File: src/design/sjs_pkg.sv
// Shared types and constants for the scan jump segmenter.
package sjs_pkg;

  localparam int RANGE_W   = 16;
  localparam int POS_W     = 16;
  localparam int LIMIT_W   = 15;
  localparam int START_W   = 10;
  localparam int POINTS_W  = 11;
  localparam int COUNT_W   = 8;
  localparam int CFG_W     = 16;
  localparam int CFG_IDX_W = 3;

  // Result queue geometry (depth is a power of two)
  localparam int QDEPTH  = 8;
  localparam int QPTR_W  = $clog2(QDEPTH);
  localparam int QCNT_W  = $clog2(QDEPTH + 1);

  // Register indexes on the configuration port
  typedef enum logic [CFG_IDX_W-1:0] {
    CFG_MIN_RANGE      = 3'd0,
    CFG_MIN_RUN_POINTS = 3'd1,
    CFG_MAX_OBJECTS    = 3'd2,
    CFG_JUMP_THRESHOLD = 3'd3,
    CFG_X_LIMIT        = 3'd4,
    CFG_Y_LIMIT        = 3'd5
  } sjs_cfg_idx_t;

  // Register reset values
  localparam logic [RANGE_W-1:0]  RST_MIN_RANGE      = 16'd0;
  localparam logic [POINTS_W-1:0] RST_MIN_RUN_POINTS = 11'd1;
  localparam logic [COUNT_W-1:0]  RST_MAX_OBJECTS    = 8'd16;
  localparam logic [RANGE_W-1:0]  RST_JUMP_THRESHOLD = 16'd90;
  localparam logic [LIMIT_W-1:0]  RST_X_LIMIT        = 15'd1300;
  localparam logic [LIMIT_W-1:0]  RST_Y_LIMIT        = 15'd800;

  typedef struct packed {
    logic [RANGE_W-1:0]        range_mm;
    logic signed [POS_W-1:0]   pos_x;
    logic signed [POS_W-1:0]   pos_y;
    logic                      scan_end;
  } sjs_in_t;

  typedef struct packed {
    logic                  object_valid;
    logic [START_W-1:0]    start_index;
    logic [POINTS_W-1:0]   object_points;
    logic [COUNT_W-1:0]    objects_so_far;
    logic                  scan_done;
  } sjs_out_t;

  typedef struct packed {
    logic [RANGE_W-1:0]  min_range;
    logic [POINTS_W-1:0] min_run_points;
    logic [COUNT_W-1:0]  max_objects;
    logic [RANGE_W-1:0]  jump_threshold;
    logic [LIMIT_W-1:0]  x_limit;
    logic [LIMIT_W-1:0]  y_limit;
  } sjs_cfg_t;

  // Up to two results written into the queue per item
  typedef struct packed {
    logic     push0;
    logic     push1;
    sjs_out_t res0;
    sjs_out_t res1;
  } sjs_push_t;

endpackage

File: src/design/sjs_seg.sv
// Run tracking state and per-point segmentation logic.
module sjs_seg
  import sjs_pkg::*;
#(
  parameter int MAX_POINTS = 1024
) (
  input  logic      clk,
  input  logic      rst_n,
  input  logic      step_en,
  input  sjs_in_t   item,
  input  sjs_cfg_t  cfg,
  output sjs_push_t push
);

  localparam int IDX_W = (MAX_POINTS > 1) ? $clog2(MAX_POINTS) : 1;
  localparam int LEN_W = $clog2(MAX_POINTS + 1);
  localparam int CMP_W = (LEN_W > POINTS_W) ? LEN_W : POINTS_W;
  localparam logic [IDX_W-1:0] LAST_IDX = IDX_W'(MAX_POINTS - 1);

  logic               in_run_r, in_run_nxt;
  logic [IDX_W-1:0]   run_start_r, run_start_nxt;
  logic [LEN_W-1:0]   run_length_r, run_length_nxt;
  logic [RANGE_W-1:0] prev_range_r, prev_range_nxt;
  logic [IDX_W-1:0]   point_index_r, point_index_nxt;
  logic [COUNT_W-1:0] obj_count_r, obj_count_nxt;

  logic [POS_W-1:0]   abs_x, abs_y;
  logic [RANGE_W-1:0] step_mag;
  logic               pt_valid, last, jump, restart;
  logic               emit0, emit1;
  logic [IDX_W-1:0]   a_start;
  logic [LEN_W-1:0]   a_len;
  logic [COUNT_W-1:0] cnt1, cnt2;
  sjs_out_t           obj0, obj1, empty_res;

  // Point validity: magnitude of -32768 comes out as 32768 unsigned
  assign abs_x = item.pos_x[POS_W-1] ? (~item.pos_x + 16'd1) : item.pos_x;
  assign abs_y = item.pos_y[POS_W-1] ? (~item.pos_y + 16'd1) : item.pos_y;
  assign pt_valid = (item.range_mm >= cfg.min_range) &&
                    (abs_x <= {1'b0, cfg.x_limit}) &&
                    (abs_y <= {1'b0, cfg.y_limit});
  assign last = item.scan_end || (point_index_r == LAST_IDX);

  // Range step against the previous point of the run
  assign step_mag = (item.range_mm >= prev_range_r) ? (item.range_mm - prev_range_r)
                                                    : (prev_range_r - item.range_mm);
  assign jump    = pt_valid && in_run_r && (step_mag >= cfg.jump_threshold);
  assign restart = !in_run_r || jump;

  always_comb begin
    // First close: invalid point or jump ends the open run
    emit0 = (!pt_valid || jump) && in_run_r &&
            (CMP_W'(run_length_r) >= CMP_W'(cfg.min_run_points)) &&
            (obj_count_r < cfg.max_objects);
    cnt1 = obj_count_r + COUNT_W'(emit0);

    // Run as it stands after this point
    a_start = restart ? point_index_r : run_start_r;
    a_len   = restart ? LEN_W'(1) : (run_length_r + LEN_W'(1));

    // Second close: end of scan keeps the final point
    emit1 = last && pt_valid &&
            (CMP_W'(a_len) >= CMP_W'(cfg.min_run_points)) &&
            (cnt1 < cfg.max_objects);
    cnt2 = cnt1 + COUNT_W'(emit1);

    obj0.object_valid   = 1'b1;
    obj0.start_index    = START_W'(run_start_r);
    obj0.object_points  = POINTS_W'(run_length_r);
    obj0.objects_so_far = cnt1;
    obj0.scan_done      = 1'b0;

    obj1.object_valid   = 1'b1;
    obj1.start_index    = START_W'(a_start);
    obj1.object_points  = POINTS_W'(a_len);
    obj1.objects_so_far = cnt2;
    obj1.scan_done      = 1'b1;

    empty_res.object_valid   = 1'b0;
    empty_res.start_index    = '0;
    empty_res.object_points  = '0;
    empty_res.objects_so_far = cnt2;
    empty_res.scan_done      = 1'b1;

    // Pack results into queue slots, done mark on the last one
    push.push0 = step_en && (emit0 || last);
    push.push1 = step_en && emit0 && emit1;
    if (emit0) begin
      push.res0 = obj0;
      push.res0.scan_done = last && !emit1;
    end else if (emit1) begin
      push.res0 = obj1;
    end else begin
      push.res0 = empty_res;
    end
    push.res1 = obj1;

    // Next state
    if (last) begin
      in_run_nxt      = 1'b0;
      run_start_nxt   = '0;
      run_length_nxt  = '0;
      prev_range_nxt  = '0;
      point_index_nxt = '0;
      obj_count_nxt   = '0;
    end else begin
      in_run_nxt      = pt_valid;
      run_start_nxt   = pt_valid ? a_start : run_start_r;
      run_length_nxt  = pt_valid ? a_len : '0;
      prev_range_nxt  = pt_valid ? item.range_mm : prev_range_r;
      point_index_nxt = point_index_r + IDX_W'(1);
      obj_count_nxt   = cnt1;
    end
  end

  always_ff @(posedge clk) begin
    if (!rst_n) begin
      in_run_r      <= 1'b0;
      run_start_r   <= '0;
      run_length_r  <= '0;
      prev_range_r  <= '0;
      point_index_r <= '0;
      obj_count_r   <= '0;
    end else if (step_en) begin
      in_run_r      <= in_run_nxt;
      run_start_r   <= run_start_nxt;
      run_length_r  <= run_length_nxt;
      prev_range_r  <= prev_range_nxt;
      point_index_r <= point_index_nxt;
      obj_count_r   <= obj_count_nxt;
    end
  end

endmodule

File: src/design/sjs_fifo.sv
// Result queue: takes up to two results per cycle, hands out one.
module sjs_fifo
  import sjs_pkg::*;
(
  input  logic              clk,
  input  logic              rst_n,
  input  sjs_push_t         push,
  output logic              out_valid,
  input  logic              out_stall,
  output sjs_out_t          out_data,
  output logic [QCNT_W-1:0] level
);

  sjs_out_t            mem [QDEPTH];
  logic [QPTR_W-1:0]   wr_ptr_r, wr_ptr_nxt;
  logic [QPTR_W-1:0]   rd_ptr_r, rd_ptr_nxt;
  logic [QCNT_W-1:0]   cnt_r, cnt_nxt;
  logic                pop;
  logic [QPTR_W-1:0]   wr_ptr_p1;

  assign out_valid = (cnt_r != '0);
  assign out_data  = mem[rd_ptr_r];
  assign level     = cnt_r;
  assign pop       = out_valid && !out_stall;
  assign wr_ptr_p1 = wr_ptr_r + QPTR_W'(1);

  // Pointer and fill bookkeeping
  always_comb begin
    wr_ptr_nxt = wr_ptr_r + QPTR_W'(push.push0) + QPTR_W'(push.push1);
    rd_ptr_nxt = rd_ptr_r + QPTR_W'(pop);
    cnt_nxt    = cnt_r + QCNT_W'(push.push0) + QCNT_W'(push.push1) - QCNT_W'(pop);
  end

  always_ff @(posedge clk) begin
    if (!rst_n) begin
      wr_ptr_r <= '0;
      rd_ptr_r <= '0;
      cnt_r    <= '0;
    end else begin
      wr_ptr_r <= wr_ptr_nxt;
      rd_ptr_r <= rd_ptr_nxt;
      cnt_r    <= cnt_nxt;
    end
  end

  // Storage
  always_ff @(posedge clk) begin
    if (push.push0) begin
      mem[wr_ptr_r] <= push.res0;
    end
    if (push.push1) begin
      mem[wr_ptr_p1] <= push.res1;
    end
  end

endmodule

File: src/design/scan_jump_segmenter.sv
// Top level of the scan jump segmenter.
// Takes one scan point per clock cycle while in_stall is low. A point is
// registered on entry, classified against the run state in one pass, and its
// results (none, one, or two when a jump lands on the final point) go into an
// eight-entry result queue that drains one result per cycle while out_stall
// is low. in_stall rises when the queue plus the point in the entry register
// could not absorb two more results; while out_stall stays low and each point
// yields at most one result, the block sustains one point per cycle.
// Configuration writes take effect at the next edge and are meant for idle
// periods between scans.
module scan_jump_segmenter
  import sjs_pkg::*;
#(
  parameter int MAX_POINTS = 1024
) (
  input  logic                 clk,
  input  logic                 rst_n,
  input  logic                 in_valid,
  output logic                 in_stall,
  input  sjs_in_t              in_data,
  output logic                 out_valid,
  input  logic                 out_stall,
  output sjs_out_t             out_data,
  input  logic                 cfg_we,
  input  logic [CFG_IDX_W-1:0] cfg_index,
  input  logic [CFG_W-1:0]     cfg_wdata
);

  sjs_cfg_t          cfg_r;
  logic              stg_v_r;
  sjs_in_t           stg_r;
  logic              in_acc;
  logic [QCNT_W-1:0] level;
  logic [QCNT_W:0]   need;
  sjs_push_t         push;

  // Back-pressure from queue room
  assign need     = (QCNT_W + 1)'(level) + (QCNT_W + 1)'({stg_v_r, 1'b0});
  assign in_stall = (need > (QCNT_W + 1)'(QDEPTH - 2));
  assign in_acc   = in_valid && !in_stall;

  // Configuration registers
  always_ff @(posedge clk) begin
    if (!rst_n) begin
      cfg_r.min_range      <= RST_MIN_RANGE;
      cfg_r.min_run_points <= RST_MIN_RUN_POINTS;
      cfg_r.max_objects    <= RST_MAX_OBJECTS;
      cfg_r.jump_threshold <= RST_JUMP_THRESHOLD;
      cfg_r.x_limit        <= RST_X_LIMIT;
      cfg_r.y_limit        <= RST_Y_LIMIT;
    end else if (cfg_we) begin
      case (cfg_index)
        CFG_MIN_RANGE:      cfg_r.min_range      <= cfg_wdata;
        CFG_MIN_RUN_POINTS: cfg_r.min_run_points <= cfg_wdata[POINTS_W-1:0];
        CFG_MAX_OBJECTS:    cfg_r.max_objects    <= cfg_wdata[COUNT_W-1:0];
        CFG_JUMP_THRESHOLD: cfg_r.jump_threshold <= cfg_wdata;
        CFG_X_LIMIT:        cfg_r.x_limit        <= cfg_wdata[LIMIT_W-1:0];
        CFG_Y_LIMIT:        cfg_r.y_limit        <= cfg_wdata[LIMIT_W-1:0];
        default: ;
      endcase
    end
  end

  // Entry register
  always_ff @(posedge clk) begin
    if (!rst_n) begin
      stg_v_r <= 1'b0;
    end else begin
      stg_v_r <= in_acc;
    end
  end

  always_ff @(posedge clk) begin
    if (in_acc) begin
      stg_r <= in_data;
    end
  end

  sjs_seg #(
    .MAX_POINTS(MAX_POINTS)
  ) u_seg (
    .clk    (clk),
    .rst_n  (rst_n),
    .step_en(stg_v_r),
    .item   (stg_r),
    .cfg    (cfg_r),
    .push   (push)
  );

  sjs_fifo u_fifo (
    .clk      (clk),
    .rst_n    (rst_n),
    .push     (push),
    .out_valid(out_valid),
    .out_stall(out_stall),
    .out_data (out_data),
    .level    (level)
  );

endmodule

File: config.mk
export PLATFORM = sky130hd
export DESIGN_NAME = scan_jump_segmenter
export DESIGN_NICKNAME = d
export VERILOG_FILES = /design/src/design/sjs_pkg.sv /design/src/design/sjs_seg.sv /design/src/design/sjs_fifo.sv /design/src/design/scan_jump_segmenter.sv
export SDC_FILE = /design/constraint.sdc
export NUM_CORES = 1
export LEC_CHECK = 0
export ABC_AREA = 1
export BUFFER_PORTS_ARGS = -buffer_cell sky130_fd_sc_hd__buf_4
export CAP_MARGIN = 20
export CORE_MARGIN = 2
export CORE_UTILIZATION = 35
export DETAILED_ROUTE_END_ITERATION = 8
export MAX_ROUTING_LAYER = met4
export PLACE_DENSITY_LB_ADDON = 0.1
export SLEW_MARGIN = 20
export SYNTH_ARGS = -nofsm -noshare
export SYNTH_HDL_FRONTEND = slang
export SYNTH_HIERARCHICAL = 1
export SYNTH_SLANG_ARGS = --single-unit
File: constraint.sdc
create_clock -name clk -period 14.98 [get_ports clk]
set_input_delay 1.498 -clock clk [delete_from_list [all_inputs] [get_ports clk]]
set_output_delay 1.498 -clock clk [all_outputs]
set_load 0.005 [all_outputs]
==> metrics.md, run 1 <==
| Metric | Value |
|---|---|
| Tightest Pin Transition | `1.15 ns` |
| Initial antenna violation count | `0` |
| Detailed Place HPWL | `58400 um` |
| Largest net degree at the start of global routing | `86` |
| Boundary pin count | `106` |
| Synth Register Bits | `445` |
| ANT nets after route | `0` |
| Max Freq | `98.0 MHz` |
| Core area | `80400 sq um` |
| Clock Pin Slew Worst Setup and Hold Paths | `0.06 ns` |
| Sw power | `1.26 mW` |
| Fin Clk Skew | `0.0395 ns` |
| Critical Path AT | `10.47 ns` |
| Final-report hold violation count | `0` |
| Inst Count DP | `4756` |
| Cell Pwr Density | `120 nW/um^2` |
| Hold WC Path Type | `flip-flop to flip-flop` |
| Post-CTS Resized | `0` |
| Fraction of registers with async set/reset | `0%` |
| Core Rows | `104` |
| First drt pass iteration count | `5` |
| DR vias/cell | `4.96` |
| Setup TNS | `0 ns` |
| Avg Cell Area, Syn | `7.44 sq um` |
| Clk root buf | `clkbuf_16` |
| Clock latency on the worst-skew pair | `0.63 ns` |
| Yosys warning count | `6` |
| Synth top area cells | `edfxtp_1 31%, nand2_1 17%, dfxtp_1 10%, inv_1 6.8%, ha_1 6.5%` |
| Main synth FF type | `edfxtp_1` |
| Leakage power | `14.6 nW` |
| Relative slew margins | `22.6%` |
| Cell count after synthesis | `3821` |
| First-pass GRT wire length | `137000 um` |
| H-tree levels | `2` |
| Layout cells sized above 1 | `8.29%` |
| Proportion of power drawn by combinational gates | `25.7%` |
| Drc violations | `0` |
| CTS tree | `yes` |
| PortBufs | `105` |
| Die Area | `83500 sq um` |
| Cts hold-fix bufs | `0` |
| Critical Path Fanout Max | `69` |
| Finished Layout Cells | `4859` |
| Status | `complete, no violations` |
| Total track usage | `21.8%` |
| Initial core utilization | `35.4%` |
| GPL Wtd Cong | `0.875` |
| Hold Path Origin | `cfg_r[34]` |
| # clock sinks | `445` |
| Total number of vias | `24100` |
| Routed len/inst | `18.2 um` |
| Post-route clock period utilization | `68.1%` |
| Startpoint types | `flip-flop` |
| Slowest CP cell | `buf_4` |
| Switching Share | `33.5%` |
| Max incr delay on CP | `0.75 ns` |
| Pint | `2.50 mW` |
| Worst EP required | `15.25 ns` |
| VDD IR max | `88.3 uV` |
| Max clock buf depth | `3` |
| Kind of critical path | `flip-flop to flip-flop` |
| Total CTS buffers | `55` |
| Area growth syn-to-layout | `10.6%` |
| Reg2Reg Launch Point | `stg_r[33]` |
| Register share of total power | `37.9%` |
| GRT Residual Overflow | `0` |
| Min Hold Slack | `0.470 ns` |
| Largest area contributor in the netlist | `edfxtp_1` |
| DIE WIDTH | `289 um` |
| Number of max-cap violations | `0` |
| # nets final | `3978` |
| Wirelength, routed | `88500 um` |
| CP startpoint | `stg_r[33]` |
| Sequential-to-total area share from yosys stat | `41.8%` |
| Cell mode on critical path | `nand2_1` |
| Vias in the first global route | `22900` |
| Yosys top cell area share | `31.4%` |
| Diode count | `0` |
| Clock Power Share | `36.4%` |
| Mapped cell area | `28400 sq um` |
| Slew Limit Fails | `0` |
| 1st-iter DRT viols | `1761` |
| Kind of end point of the critical path | `flip-flop` |
| Die height | `289 um` |
| Unique masters post-synth | `51` |
| Setup violations, final | `0` |
| Most frequent cells after synthesis | `1299 x nand2_1, 512 x inv_1, 297 x edfxtp_1` |
| Setup Buffers After CTS | `0` |
| RSZ-0062 raised after global routing | `false` |
| Most numerous cell in the Yosys netlist | `nand2_1` |
| Post-synth EDFFs | `297` |
| Tmin final | `10.20 ns` |
[final cells by class]
cell class	count	area, sq um
fillers	8431	49000
flip-flops and latches	445	11900
well taps	1060	1330
clock inverters	39	345
inverters	527	1990
clock buffers	64	1510
multi-input cells	2581	13300
repair buffers	143	1090
[placed cells by master (no fill, tap or decap), types with 7 or more instances in the layout]
cell       netlist  routed
a21o_1           7       7
a21oi_1        125     125
and2_1          10      10
buf_4           22     142
clkbuf_16        0      58
clkinv_1         1       7
clkinv_2         1      21
dfxtp_1        148     145
edfxtp_1       297     297
ha_1           147     146
inv_1          512     509
inv_2           12      11
nand2_1       1299    1297
nand3_1        222     222
nand3_4          9       9
nand4_1        268     268
nor2_1         217     216
nor2_2           8       8
nor2_4           9      10
nor3_1          15      15
o21ai_0        101      90
o21ai_1         17      20
o21ai_4          1       9
xnor2_1         21      21
xor2_1          42      41
[cells by family (layout without fill, tap and decap cells)]
group,after synthesis,in the layout,share of synthesized area [%]
buffers and inverters,796,773,12.0
flip-flops,445,445,41.8
AND/OR/NAND/NOR,2079,2079,31.9
adder cells (fa/ha/maj),152,152,6.82
other,1,2,0.0132
AO/OA/AOI/OAI,285,285,5.50
XOR/XNOR,63,63,1.94
[stage by stage]
step / total power, mW / utilization (%) / setup WS (ns) / cell area (sq um)
floorplan: 2.08 / - / 7.42 / 28400
global placement: 2.44 / 36.7 / 4.94 / 29500
detailed placement: 2.44 / 36.8 / 4.79 / 29600
CTS: 3.82 / 39.1 / 4.77 / 31400
global route: 4.00 / 39.1 / 3.89 / 31400
finish: 3.76 / 39.1 / 4.78 / 31400
[state kept, by name, indices dropped and copies added, names as in the netlist]
register / flops
cfg_r: 81
u_seg/run_length_r: 11
u_fifo/mem: 248
u_seg/in_run_r: 1
u_seg/run_start_r: 10
stg_r: 49
u_seg/prev_range_r: 16
u_fifo/level: 4
u_fifo/wr_ptr_r: 3
u_seg/obj_count_r: 8
u_seg/point_index_r: 10
u_fifo/rd_ptr_r: 3
stg_v_r: 1
[power groups by stage]
stage | combinational (mW) | clock [mW] | sequential (mW)
floorplan | 0.669 | 0 | 1.41
global placement | 0.983 | 0 | 1.45
detailed placement | 0.980 | 0 | 1.46
CTS | 0.985 | 1.41 | 1.43
global route | 1.11 | 1.45 | 1.44
finish | 0.967 | 1.37 | 1.43
[routing by layer]
| layer | routed length [um] | up-vias | global-route usage (%) | part of all wire [%] |
|---|---|---|---|---|
| li1 | - | 12200 | - | - |
| met1 | 40000 | 11200 | 28.4 | 45 |
| met2 | 42100 | 618 | 35.8 | 48 |
| met3 | 4250 | 108 | 2.62 | 4.8 |
| met4 | 2140 | 0 | 5.98 | 2.4 |
| met5 | 0 | - | - | 0 |
[path summary, 6_finish.rpt]
check / slack [ns] / depth (start not counted) / to
setup / recovery: 4.78 / 47 / u_fifo/mem[3][14]
hold / removal: 0.47 / 2 / cfg_r[34]
setup reg to reg: 4.78 / 47 / u_fifo/mem[3][14]
hold reg to reg: 0.47 / 2 / cfg_r[34]
[critical path: cells and delay by family (launching register included)]
kind / cells / cell delay (ns)
AOI/OAI and AO/OA: 7 / 1.69
xor gates and xnor gates: 1 / 0.12
adders and majority gates: 5 / 1.44
buffers and inverters: 13 / 3.14
DFF: 1 / 0.41
and+or+nand+nor: 21 / 2.96
No activity file was read; power rests on OpenSTA's default activity.
==> run 2, diff against run 1 <==
--- a/config.mk
+++ b/config.mk
@@ -5,7 +5,7 @@
 export SDC_FILE = /design/constraint.sdc
 export NUM_CORES = 1
 export LEC_CHECK = 0
-export ABC_AREA = 1
+export ABC_AREA = 0
 export BUFFER_PORTS_ARGS = -buffer_cell sky130_fd_sc_hd__buf_4
 export CAP_MARGIN = 20
 export CORE_MARGIN = 2
==> constraint.sdc (replaced) <==
create_clock -name clk -period 9.1 [get_ports clk]
set_input_delay 0.91 -clock clk [delete_from_list [all_inputs] [get_ports clk]]
set_output_delay 0.91 -clock clk [all_outputs]
set_load 0.005 [all_outputs]
==> run 2 against run 1 <==
Compared with the run above: critical path type unchanged; highest routed layer unchanged; largest cell class unchanged; global-route usage decreased by 2.6 points; fmax increased by 19%; hold slack lost 0.011 ns; clock-buffer cell count up 4; clock skew is 0.016 ns lower; clock power is 51% higher; synthesized cell count fell by 44%; sequential cell count unchanged; utilization grew 1.8 points; sequential power grew 64%.
==> metrics.md, run 2 <==
| Metric | Value |
|---|---|
| Status | `complete, no violations` |
| Mapped cell area | `25300 sq um (-11%)` |
| Cell count after synthesis | `2139 (-44%)` |
| Largest regs | `u_fifo/mem: 248 flops, cfg_r: 81 flops, stg_r: 49 flops` |
| Startpoint types | `flip-flop` |
| DIE WIDTH | `273 um (-5.6%)` |
| PortBufs | `105 (unchanged)` |
| Layout cells sized above 1 | `28.8% (+21 points)` |
| Kind of end point of the critical path | `flip-flop` |
| Total number of vias | `17100 (-29%)` |
| Tightest Pin Transition | `1.05 ns (-0.102 ns)` |
| Pwr Total | `5.69 mW (+51%)` |
| Max Freq | `117 MHz (+19%)` |
| Initial antenna violation count | `0 (unchanged)` |
| Core Rows | `98 (-5.8%)` |
| Commonest non-fill, non-tap cell in the layout | `edfxtp_1` |
| # nets final | `2456 (-38%)` |
| Most numerous cell in the Yosys netlist | `edfxtp_1` |
| Fin Clk Skew | `0.0232 ns (-0.0163 ns)` |
| Largest register FFs | `248 (unchanged)` |
| Tmin final | `8.55 ns (-1.65 ns)` |
| # fillers | `6831 (-19%)` |
| Worst EP required | `9.59 ns (-5.66 ns)` |
| Synth top area cells | `edfxtp_1 35%, mux2_2 13%, dfxtp_1 12%, ha_1 7.3%, mux4_2 5.5%` |
| Synth Register Bits | `445 (unchanged)` |
| Clk root buf | `clkbuf_16` |
| First drt pass iteration count | `5 (unchanged)` |
| Fraction of registers with async set/reset | `0% (unchanged)` |
| First-pass GRT wire length | `106000 um (-22%)` |
| Kind of critical path | `flip-flop to flip-flop` |
| Wirelength, routed | `69500 um (-21%)` |
| Yosys warning count | `6 (unchanged)` |
| Clock Pin Slew Worst Setup and Hold Paths | `0.06 ns (about the same)` |
| Max clock buf depth | `3 (unchanged)` |
| Final-report hold violation count | `0 (unchanged)` |
| Boundary pin count | `106 (unchanged)` |
| Commonest cells after routing, fill and taps aside | `297 x edfxtp_1, 284 x mux2_2, 150 x buf_4, 145 x ha_1, 145 x dfxtp_1` |
| Finished Layout Cells | `3223 (-34%)` |
| H-tree levels | `2 (unchanged)` |
| Setup violations, final | `0 (unchanged)` |
| Drc violations | `0 (unchanged)` |
| Post-route clock period utilization | `94.0% (+26 points)` |
| GPL Wtd Cong | `0.864 (-1.2%)` |
| Slew Limit Fails | `0 (unchanged)` |
| Hold WC Path Type | `flip-flop to flip-flop` |
| CTS tree | `yes` |
| Initial core utilization | `35.4% (about the same)` |
| Vias in the first global route | `17500 (-24%)` |
| Detailed Place HPWL | `46700 um (-20%)` |
| Yosys top cell area share | `35.3% (+3.9 points)` |
| Post-synth EDFFs | `297 (unchanged)` |
| Critical Path Fanout Max | `23 (-67%)` |
| Setup TNS | `0 ns (unchanged)` |
| Diode count | `0 (unchanged)` |
| Biggest register | `u_fifo/mem` |
| Max incr delay on CP | `0.43 ns (-0.32 ns)` |
| Largest area contributor in the netlist | `edfxtp_1` |
| Die height | `273 um (-5.6%)` |
| Die Area | `74400 sq um (-11%)` |
| Number of max-cap violations | `0 (unchanged)` |
| Leakage power | `10.7 nW (-27%)` |
| Inst Count DP | `3125 (-34%)` |
| Total track usage | `19.2% (-2.6 points)` |
| GRT Residual Overflow | `0 (unchanged)` |
| DR vias/cell | `5.30 (+6.9%)` |
| Core area | `71500 sq um (-11%)` |
| RSZ-0062 raised after global routing | `false` |
| Finished Core Util | `40.9% (+1.8 points)` |
| ANT nets after route | `0 (unchanged)` |
| Clock latency on the worst-skew pair | `0.61 ns (-0.02 ns)` |
| Area growth syn-to-layout | `15.7%` |
| Main synth FF type | `edfxtp_1` |
| # clock sinks | `445 (unchanged)` |
| Cell Pwr Density | `194 nW/um^2 (+62%)` |
| Sequential-to-total area share from yosys stat | `47.0% (+5.2 points)` |
| Unique masters post-synth | `84 (+65%)` |
| Avg Cell Area, Syn | `11.8 sq um (+59%)` |
| Cts hold-fix bufs | `0 (unchanged)` |
| Relative slew margins | `29.7% (+7.1 points)` |
| Most frequent cells after synthesis | `297 x edfxtp_1, 284 x mux2_2, 148 x dfxtp_1` |
| Routed len/inst | `21.6 um (+18%)` |
| Cell mode on critical path | `ha_1` |
| Total CTS buffers | `52 (-5.5%)` |
| VDD IR max | `146 uV (+65%)` |
| Slowest CP cell | `a2111oi_2` |
| Largest net degree at the start of global routing | `80 (-7.0%)` |
| 1st-iter DRT viols | `1031 (-41%)` |
| Critical Path AT | `9.04 ns (-1.43 ns)` |
[run 2: changes by cell type after synthesis, moves of 54 or more]
| cell | change |
|---|---|
| buf_2 | -54 |
| mux4_2 | +62 |
| nor2_1 | -151 |
| nand4_1 | -250 |
| inv_1 | -372 |
| a21oi_1 | -69 |
| nand3_1 | -87 |
| mux2_2 | +284 |
| nand2_1 | -1195 |
[run 2: logic make-up (layout without fill, tap and decap cells)]
kind of cell / count (synthesis) / in the layout / synth area share, %
AO/OA/AOI/OAI: 359 / 359 / 9.30
XOR/XNOR: 79 / 79 / 2.80
AND/OR/NAND/NOR: 464 / 464 / 9.64
multiplexers: 374 / 374 / 19.3
other: 1 / 2 / 0.0148
adder cells (fa/ha/maj): 152 / 152 / 7.67
flip-flops: 445 / 445 / 47.0
buffers and inverters: 265 / 398 / 4.26
[run 2: what timing repair did]
action,in CTS,in global routing
buffers inserted,0,0
resized for setup,0,24
hold endpoints to repair,0,0
setup endpoints to repair,0,502
[run 2: power by group]
group	internal (mW)	total [mW]	switching, mW
Combinational	0.601	1.27	0.669
Clock	1.21	2.07	0.861
Sequential	2.23	2.34	0.110
Total	4.05	5.69	1.64
[run 2: metrics by stage]
stage          cell area, sq um  hold WS, ns  setup slack, ns
6_report                  29300        0.458            0.550
5_1_grt                   29300        0.446           0.0343
3_5_place_dp              27400        0.453           0.0546
2_1_floorplan             25300        0.437           -0.391
4_1_cts                   29100        0.441           0.0252
3_3_place_gp              27400        0.452            0.144
[run 2: final timing paths]
path	slack [ns]	start	endpoint	depth (start not counted)
worst max register to register	0.55	stg_r[42]	u_fifo/level[2]	39
worst max-delay path	0.55	stg_r[42]	u_fifo/level[2]	39
worst min register to register	0.46	cfg_r[73]	cfg_r[73]	2
worst min-delay path	0.46	cfg_r[73]	cfg_r[73]	2
[run 2: final cells by class]
type / instances / area, sq um / area share [%]
timing repair buffer: 162 / 1350 / 4.62
sequential: 445 / 11900 / 40.6
tap: 950 / 1190 / 4.06
clock inverter: 28 / 238 / 0.813
multi-input combinational: 1430 / 12600 / 43.1
clock buffer: 68 / 1460 / 4.97
inverter: 140 / 526 / 1.80
[run 2: worst max-delay path, delay by kind of cell (launching register included)]
kind,cells,cell delay (ns)
compound gates,15,3.17
fa+ha+maj,7,2.26
simple gates,8,1.43
buf+inv,6,0.65
xor+xnor,3,0.50
flops,1,0.40
[run 2: metal layers]
metal / up-vias / global-route usage (%) / wire [um]
met5: - / - / 0
met3: 112 / 2.64 / 2580
li1: 8220 / - / -
met1: 8422 / 24.6 / 31200
met4: 0 / 5.54 / 1910
met2: 338 / 31.7 / 33800
